## src/skg_pkg.sv

```systemverilog
// Package for the sorted key group table: beat types, codes and sequencer states.
`default_nettype none

package skg_pkg;

  localparam logic FUNC_INSERT = 1'b0;
  localparam logic FUNC_CLEAR  = 1'b1;

  localparam logic [2:0] ST_NEW     = 3'd0;
  localparam logic [2:0] ST_JOIN    = 3'd1;
  localparam logic [2:0] ST_FULL    = 3'd2;
  localparam logic [2:0] ST_PRESENT = 3'd3;
  localparam logic [2:0] ST_CLEARED = 3'd4;

  typedef struct packed {
    logic               func;
    logic [5:0]         species_index;
    logic signed [31:0] key_value;
  } in_item_t;

  typedef struct packed {
    logic [2:0]  status;
    logic [3:0]  level_position;
    logic [4:0]  level_count;
    logic [63:0] level_members;
  } out_item_t;

  typedef enum logic [2:0] {
    S_IDLE,
    S_SCAN_RD,
    S_SCAN_CHK,
    S_DECIDE,
    S_SH_RD,
    S_SH_WR,
    S_INS,
    S_FIN
  } state_e;

endpackage

`default_nettype wire

```

## src/sorted_key_group_table.sv

```systemverilog
// Sorted key group table: ascending keyed levels with species masks, one shared compare unit.
//
// Input channel in_valid_i / in_stall_o / in_data_i carries one beat per item: insert a
// species at a signed Q16.16 key, or clear the whole table. Output channel out_valid_o /
// out_stall_i / out_data_o returns exactly one result beat per item.
// A beat moves when valid is high and stall is low.
// Keys and masks sit in two single-port-style memories (one read, one write per cycle,
// registered read). A sequencer walks the stored levels through one signed compare unit.
// Steps per item, with U levels held and P the sorted position:
//   clear or species out of range: accept, hand-over to the output register;
//   insert: accept, scan of U levels, decide, move up of levels P to U-1, insert, hand-over.
// The scan reads the stored levels through the read port in turn; a join or a full
// table skips the move up and insert, and a species found ends the scan early.
// in_stall_o is low only while the sequencer is idle; a new item may be taken while the
// previous result still waits in the output register.
// When the receiver stalls, the finished result waits in the sequencer until the output
// register frees up, and the beat on the output holds.
// Reset empties the table (level count zero, no output pending); no clearing pass is
// needed, as only levels below the count are ever read.
`default_nettype none

module sorted_key_group_table
  import skg_pkg::*;
#(
  parameter int LEVELS  = 16,
  parameter int SPECIES = 64
) (
  input  wire logic      clk_i,
  input  wire logic      rst_ni,
  input  wire logic      in_valid_i,
  output logic           in_stall_o,
  input  wire in_item_t  in_data_i,
  output logic           out_valid_o,
  input  wire logic      out_stall_i,
  output out_item_t      out_data_o
);

  localparam int CW = $clog2(LEVELS + 1);
  localparam int IW = $clog2(LEVELS);

  function automatic out_item_t pack_res(logic [2:0] st, logic [CW-1:0] p,
                                         logic [CW-1:0] c, logic [SPECIES-1:0] m);
    logic [31:0] pe;
    logic [31:0] ce;
    out_item_t   r;
    pe = 32'(p);
    ce = 32'(c);
    r.status         = st;
    r.level_position = pe[3:0];
    r.level_count    = ce[4:0];
    r.level_members  = 64'(m);
    return r;
  endfunction

  state_e state_q, state_d;

  logic signed [31:0] key_q, key_d;
  logic [SPECIES-1:0] bit_q, bit_d;
  logic [CW-1:0]      idx_q, idx_d;
  logic [CW-1:0]      pos_q, pos_d;
  logic               found_q, found_d;
  logic               eq_q, eq_d;
  logic [SPECIES-1:0] posmask_q, posmask_d;
  logic [CW-1:0]      used_q, used_d;
  out_item_t          res_q, res_d;
  out_item_t          out_q, out_d;
  logic               out_valid_q, out_valid_d;

  logic signed [31:0] key_mem [LEVELS];
  logic [SPECIES-1:0] mask_mem [LEVELS];
  logic signed [31:0] rd_key_q;
  logic [SPECIES-1:0] rd_mask_q;
  logic [IW-1:0]      rd_addr;
  logic               wr_en;
  logic [IW-1:0]      wr_addr;
  logic signed [31:0] wr_key;
  logic [SPECIES-1:0] wr_mask;

  logic               in_take;
  logic               out_free;
  logic               sp_bad;
  logic [63:0]        onehot;
  logic [CW-1:0]      idx_inc;
  logic [CW-1:0]      idx_dec;
  logic               cmp_ge;
  logic               cmp_eq;
  logic               hit;
  logic               last_lvl;
  logic               tbl_full;
  logic [SPECIES-1:0] join_mask;

  // shared compare unit
  assign cmp_ge    = rd_key_q >= key_q;
  assign cmp_eq    = rd_key_q == key_q;

  assign in_stall_o = state_q != S_IDLE;
  assign in_take    = in_valid_i && !in_stall_o;
  assign out_free   = !out_valid_q || !out_stall_i;
  assign sp_bad     = {1'b0, in_data_i.species_index} >= 7'(SPECIES);
  assign onehot     = 64'(1) << in_data_i.species_index;
  assign idx_inc    = idx_q + CW'(1);
  assign idx_dec    = idx_q - CW'(1);
  assign hit        = |(rd_mask_q & bit_q);
  assign last_lvl   = idx_inc == used_q;
  assign tbl_full   = used_q == CW'(LEVELS);
  assign join_mask  = posmask_q | bit_q;

  always_comb begin
    state_d = state_q;
    unique case (state_q)
      S_IDLE: begin
        if (in_take) begin
          if (in_data_i.func == FUNC_CLEAR || sp_bad) begin
            state_d = S_FIN;
          end else if (used_q == '0) begin
            state_d = S_DECIDE;
          end else begin
            state_d = S_SCAN_RD;
          end
        end
      end
      S_SCAN_RD:  state_d = S_SCAN_CHK;
      S_SCAN_CHK: begin
        priority if (hit) begin
          state_d = S_FIN;
        end else if (last_lvl) begin
          state_d = S_DECIDE;
        end else begin
          state_d = S_SCAN_RD;
        end
      end
      S_DECIDE: begin
        priority if ((found_q && eq_q) || tbl_full) begin
          state_d = S_FIN;
        end else if (used_q == pos_q) begin
          state_d = S_INS;
        end else begin
          state_d = S_SH_RD;
        end
      end
      S_SH_RD: state_d = S_SH_WR;
      S_SH_WR: state_d = (idx_dec == pos_q) ? S_INS : S_SH_RD;
      S_INS:   state_d = S_FIN;
      S_FIN:   state_d = out_free ? S_IDLE : S_FIN;
      default: state_d = S_IDLE;
    endcase
  end

  always_comb begin
    key_d       = key_q;
    bit_d       = bit_q;
    idx_d       = idx_q;
    pos_d       = pos_q;
    found_d     = found_q;
    eq_d        = eq_q;
    posmask_d   = posmask_q;
    used_d      = used_q;
    res_d       = res_q;
    out_d       = out_q;
    out_valid_d = out_valid_q && out_stall_i;
    rd_addr     = idx_q[IW-1:0];
    wr_en       = 1'b0;
    wr_addr     = pos_q[IW-1:0];
    wr_key      = key_q;
    wr_mask     = bit_q;
    unique case (state_q)
      S_IDLE: begin
        if (in_take) begin
          key_d   = in_data_i.key_value;
          bit_d   = onehot[SPECIES-1:0];
          idx_d   = '0;
          found_d = 1'b0;
          eq_d    = 1'b0;
          pos_d   = used_q;
          if (in_data_i.func == FUNC_CLEAR) begin
            used_d = '0;
            pos_d  = '0;
            res_d  = pack_res(ST_CLEARED, '0, '0, '0);
          end else if (sp_bad) begin
            res_d = pack_res(ST_PRESENT, '0, used_q, '0);
          end
        end
      end
      S_SCAN_RD: rd_addr = idx_q[IW-1:0];
      S_SCAN_CHK: begin
        idx_d = idx_inc;
        if (hit) begin
          res_d = pack_res(ST_PRESENT, idx_q, used_q, rd_mask_q);
        end else if (!found_q && cmp_ge) begin
          found_d   = 1'b1;
          pos_d     = idx_q;
          eq_d      = cmp_eq;
          posmask_d = rd_mask_q;
        end
      end
      S_DECIDE: begin
        idx_d = used_q;
        priority if (found_q && eq_q) begin
          wr_en   = 1'b1;
          wr_mask = join_mask;
          res_d   = pack_res(ST_JOIN, pos_q, used_q, join_mask);
        end else if (tbl_full) begin
          res_d = pack_res(ST_FULL, '0, used_q, '0);
        end else begin
          res_d = res_q;
        end
      end
      S_SH_RD: rd_addr = idx_dec[IW-1:0];
      S_SH_WR: begin
        wr_en   = 1'b1;
        wr_addr = idx_q[IW-1:0];
        wr_key  = rd_key_q;
        wr_mask = rd_mask_q;
        idx_d   = idx_dec;
      end
      S_INS: begin
        wr_en  = 1'b1;
        used_d = used_q + CW'(1);
        res_d  = pack_res(ST_NEW, pos_q, used_q + CW'(1), bit_q);
      end
      S_FIN: begin
        if (out_free) begin
          out_d       = res_q;
          out_valid_d = 1'b1;
        end
      end
      default: ;
    endcase
  end

  always_ff @(posedge clk_i or negedge rst_ni) begin
    if (!rst_ni) begin
      state_q     <= S_IDLE;
      used_q      <= '0;
      idx_q       <= '0;
      pos_q       <= '0;
      found_q     <= 1'b0;
      eq_q        <= 1'b0;
      out_valid_q <= 1'b0;
    end else begin
      state_q     <= state_d;
      used_q      <= used_d;
      idx_q       <= idx_d;
      pos_q       <= pos_d;
      found_q     <= found_d;
      eq_q        <= eq_d;
      out_valid_q <= out_valid_d;
    end
  end

  always_ff @(posedge clk_i) begin
    key_q     <= key_d;
    bit_q     <= bit_d;
    posmask_q <= posmask_d;
    res_q     <= res_d;
    out_q     <= out_d;
  end

  always_ff @(posedge clk_i) begin
    if (wr_en) begin
      key_mem[wr_addr]  <= wr_key;
      mask_mem[wr_addr] <= wr_mask;
    end
    rd_key_q  <= key_mem[rd_addr];
    rd_mask_q <= mask_mem[rd_addr];
  end

  assign out_valid_o = out_valid_q;
  assign out_data_o  = out_q;

  a_used_bound: assert property (@(posedge clk_i) disable iff (!rst_ni)
    32'(used_q) <= LEVELS)
    else $error("level count beyond table depth");

  a_pos_bound: assert property (@(posedge clk_i) disable iff (!rst_ni)
    pos_q <= used_q)
    else $error("insert position beyond level count");

  a_wr_bound: assert property (@(posedge clk_i) disable iff (!rst_ni)
    wr_en |-> (32'(wr_addr) <= 32'(used_q)))
    else $error("write beyond filled levels");

  a_fin_status: assert property (@(posedge clk_i) disable iff (!rst_ni)
    (state_q == S_FIN) |-> (res_q.status <= ST_CLEARED))
    else $error("result with undefined status");

endmodule

`default_nettype wire

```

## config.mk

```make
export PLATFORM = sky130hd
export DESIGN_NAME = sorted_key_group_table
export DESIGN_NICKNAME = d
export VERILOG_FILES = /design/src/skg_pkg.sv /design/src/sorted_key_group_table.sv
export SDC_FILE = /design/constraint.sdc
export NUM_CORES = 2
export LEC_CHECK = 0
export BUFFER_PORTS_ARGS = -buffer_cell sky130_fd_sc_hd__buf_2
export CAP_MARGIN = 20
export CORE_MARGIN = 8
export CORE_UTILIZATION = 55
export CTS_CLUSTER_SIZE = 14
export DETAILED_ROUTE_END_ITERATION = 7
export MAX_ROUTING_LAYER = met4
export PLACE_DENSITY_LB_ADDON = 0.12
export SYNTH_ARGS = -nofsm -noshare
export SYNTH_HDL_FRONTEND = slang
export SYNTH_SLANG_ARGS = --single-unit
export TNS_END_PERCENT = 100
```

## constraint.sdc

```tcl
create_clock -name clk_i -period 14.7 [get_ports clk_i]
set_input_delay 4.41 -clock clk_i [delete_from_list [all_inputs] [get_ports clk_i]]
set_output_delay 4.41 -clock clk_i [all_outputs]
set_load 0.05 [all_outputs]
```

==> results_tabular.tex <==
\begin{tabular}{lr}
\hline
Metric & Value \\
\hline
\multicolumn{2}{l}{\textbf{Clocking}} \\
H-tree Lvls & 4 \\
Clock sink total & 1965 \\
Cell at the root of the clock tree & clkbuf\_16 \\
Clk buf depth & 3 \\
Clock tree from TritonCTS & built \\
TritonCTS Buffers & 192 \\
Total of cells resized after clock tree synthesis & 0 \\
Clock transition at the register clock pins on the worst setup and hold paths after CTS & 0.06 ns \\
Hold Buf Count CTS & 0 \\
Worst-skew pair later-pin latency & 0.81 ns \\
Post-CTS Setup Repair Bufs & 0 \\
\multicolumn{2}{l}{\textbf{Logic synthesis}} \\
Netlist cell types & 54 \\
Cell taking the most area after synthesis & edfxtp\_1 \\
Post-synth EDFFs & 1848 \\
Mean Syn Cell Area & 20.7 sq um \\
Area fraction of the dominant cell type after synthesis & 74.3\% \\
Yosys warning total & 0 \\
Proportion of synthesized chip area in sequential cells & 77.6\% \\
Nets in the synthesized netlist & 3681 \\
Mapped Area & 74700 sq um \\
Post-synthesis cell count & 3602 \\
Proportion of synthesized flip-flops having asynchronous set or reset & 1.07\% \\
Largest cells by area after synthesis & edfxtp\_1 74\%, mux4\_2 14\%, dfxtp\_1 2.6\% \\
Flops \& latches, synth & 1965 \\
Top flip-flop cell by instance count after synthesis & edfxtp\_1 \\
\multicolumn{2}{l}{\textbf{Placement}} \\
Gp weighted congestion & 0.873 \\
Post-Place Worst Slack & 8.17 ns \\
Number of buffers inserted by port buffering & 120 \\
HPWL Detailed & 93400 microns \\
\multicolumn{2}{l}{\textbf{Worst setup path}} \\
Worst reg-to-reg setup slack & 8.63 ns \\
Ordered list of cells on the worst path & nor3\_1 -> inv\_1 -> buf\_2 \\
WP depth & 3 \\
CP startpoint & state\_q[1] \\
Data required time of the critical path & 10.29 ns \\
Buffers and inverters on the worst path & 2 \\
Worst R2R End & rd\_key\_q[23] \\
WP data arrival & 2.30 ns \\
Peak fanout along the critical path & 20 \\
Reg2Reg Launch Point & state\_q[0] \\
Delay of the slowest critical-path stage & 0.59 ns \\
Crit. End Element & output port \\
Kind of cell adding the most delay to the critical path & flip-flops \\
Slowest cell on crit path & dfrtp\_1 \\
R2r worst-path depth & 9 \\
Worst setup path class & flip-flop to output port \\
Kind of start point of the critical path & flip-flop \\
\multicolumn{2}{l}{\textbf{Power and ir drop}} \\
Pwr/cell area & 232 nW/um\^{}2 \\
Pleak & 27.1 nW \\
Maximum resistive drop on vdd & 392 uV \\
\multicolumn{2}{l}{\textbf{Finish}} \\
Net count, final & 3906 \\
Count of filler cells inserted in the layout & 9284 \\
Area Overhead vs Synth & 12.1\% \\
Fraction of final layout cells with drive strength greater than 1 & 25.0\% \\
\multicolumn{2}{l}{\textbf{Global routing}} \\
GRT Overall Usage & 24.6\% \\
Number of antenna violations at the first check in global routing & 6 \\
Wire length of the first global-routing pass & 256000 microns \\
Vias in the first global route & 36800 \\
Maximum number of pins on one net before global-route repair & 166 \\
GR Overflow Total & 0 \\
\multicolumn{2}{l}{\textbf{STA}} \\
Hold Violations, Final & 0 \\
Final period utilization & 45.6\% \\
Worst slew margin relative to its limit & 8.40\% \\
Setup clock skew after layout & 0.0260 ns \\
Transition time of the tightest slew-check pin & 1.37 ns \\
Setup-violating endpoint count in the final report & 0 \\
Setup Total Neg Slack & 0 ns \\
Setup repair after global routing missed its margin & false \\
Final count of pins violating max slew & 0 \\
Achievable Freq & 149 MHz \\
Setup ws final & 7.99 ns \\
Crit path time final & 6.71 ns \\
\multicolumn{2}{l}{\textbf{Routing}} \\
Number of design-rule violations left by the first detailed-router iteration & 4590 \\
Post-DRT Antenna Nets & 0 \\
Vias & 36300 \\
Vias per inst & 6.29 \\
DRT Wirelength & 176000 microns \\
First-pass DRT Iterations & 6 \\
Mean routed wirelength per cell & 30.4 microns \\
DRC violations left & 0 \\
\multicolumn{2}{l}{\textbf{Floorplanning}} \\
Die area & 148000 sq um \\
FP Rows & 135 \\
Starting utilization of the core area & 55.2\% \\
I/O pin count & 121 \\
Die extent in y & 384 microns \\
Die Width & 384 microns \\
Floorplan Core Area & 135000 sq um \\
\multicolumn{2}{l}{\textbf{Flow run}} \\
Maxcap violations & 0 \\
\multicolumn{2}{l}{\textbf{Worst hold path}} \\
Worst Hold Path EP & out\_data\_o[49] \\
Worst Hold Launch & res\_q[49] \\
Type of the worst min-delay path & flip-flop to flip-flop \\
Cells on Worst Hold Path & 0 \\
\multicolumn{2}{l}{\textbf{Run status}} \\
Run status & complete, no violations \\
\hline
\end{tabular}
==> area by class of cell <==
class	count	area (sq um)	share of cell area, %
clock buffers	264	5330	6.37
inverters	44	168	0.200
repair buffers	211	1360	1.63
multi-input cells	1413	15900	19.0
well taps	1781	2230	2.66
clock inverters	99	746	0.891
flip-flops and latches	1965	57900	69.2
diodes	4	10.0	0.0120
==> Yosys cell counts (21+ instances only) <==
master and n:
nand3_1 79, buf_2 70, nand2_1 337, dfxtp_1 96
mux4_2 480, nor2_1 104, a21oi_1 84, ha_1 36
dfrtp_1 21, clkbuf_1 85, inv_1 42, o21ai_0 126
edfxtp_1 1848
==> cells in the final DEF (no fill, tap or decap), types with 4 or more instances in the layout <==
cell type | synthesis | layout
o21ai_0 | 126 | 116
dfxtp_1 | 96 | 96
buf_12 | 0 | 7
nand2b_1 | 5 | 5
xor2_1 | 7 | 5
diode_2 | 0 | 4
mux4_2 | 480 | 480
ha_1 | 36 | 36
bufinv_16 | 0 | 8
inv_6 | 0 | 5
clkbuf_8 | 0 | 15
buf_2 | 70 | 132
nor2_4 | 0 | 19
clkbuf_1 | 85 | 52
clkinv_2 | 0 | 35
a22o_1 | 19 | 19
nor3_1 | 9 | 8
nand2_1 | 337 | 336
dfrtp_1 | 21 | 21
mux2i_1 | 7 | 6
nand4_1 | 15 | 15
nor2_1 | 104 | 85
edfxtp_1 | 1848 | 1848
xnor2_1 | 18 | 18
buf_4 | 20 | 71
nand3_1 | 79 | 79
a31oi_1 | 5 | 5
a21o_1 | 4 | 4
nor2b_1 | 9 | 9
clkbuf_16 | 0 | 197
o221ai_1 | 6 | 6
a21oi_1 | 84 | 84
inv_1 | 42 | 41
o21ai_1 | 0 | 10
clkinv_1 | 2 | 43
a221oi_1 | 16 | 16
==> worst max-delay path by stage <==
| stage | slack (ns) | end |
|---|---|---|
| 3_3_place_gp | 8.24 | key_q[0] |
| 2_1_floorplan | 6.41 | out_data_o[0] |
| 3_5_place_dp | 8.17 | key_q[5] |
| 6_report | 7.99 | in_stall_o |
| 5_1_grt | 7.85 | in_stall_o |
| 4_1_cts | 7.90 | in_stall_o |
==> logic make-up (layout without fill, tap and decap cells) <==
kind of cell | Yosys count | after routing | share of synthesized area (%)
xor gates and xnor gates | 26 | 26 | 0.330
and+or+nand+nor | 581 | 581 | 3.26
muxes | 489 | 489 | 14.6
adders and majority gates | 36 | 36 | 0.603
other | 0 | 4 | 0
DFF | 1965 | 1965 | 77.6
buffers and inverters | 224 | 618 | 1.37
AOI/OAI and AO/OA | 281 | 281 | 2.22
==> per-layer routing <==
metal	share of wire (%)	up-vias	global-route usage [%]
met1	41	19300	34.3
li1	-	15200	-
met2	49	1599	38.9
met5	0	-	-
met4	2.0	0	5.48
met3	7.6	223	4.24
==> report_power, final <==
group	internal (W)	switching, W	total, W
Combinational	0.00285	0.00360	0.00645
Sequential	0.00781	0.000445	0.00826
Clock	0.00268	0.00205	0.00473
Total	0.0133	0.00609	0.0194
==> state kept, by name, summed over array words and instances, names as in the netlist <==
name / count
bit_q: 64
key_mem: 512
out_valid_o: 1
rd_mask_q: 64
idx_q: 5
eq_q: 1
pos_q: 5
state_q: 3
res_q: 76
out_data_o: 76
mask_mem: 1024
rd_key_q: 32
key_q: 32
used_q: 5
posmask_q: 64
found_q: 1
==> metrics by stage <==
| stage | power [W] | hold WS [ns] | cells | util (%) | cell area, sq um |
|---|---|---|---|---|---|
| after global routing | 0.0202 | 0.422 | 5779 | 61.9 | 83700 |
| final | 0.0194 | 0.412 | 5781 | 61.9 | 83700 |
| after global placement | 0.0147 | 0.408 | 5395 | 57.3 | 77500 |
| after CTS | 0.0196 | 0.413 | 5776 | 61.9 | 83700 |
| after floorplan | 0.0131 | 0.400 | 3602 | - | 74700 |
| after detailed placement | 0.0149 | 0.405 | 5413 | 57.4 | 77600 |
(Power assumes the default switching activity.)
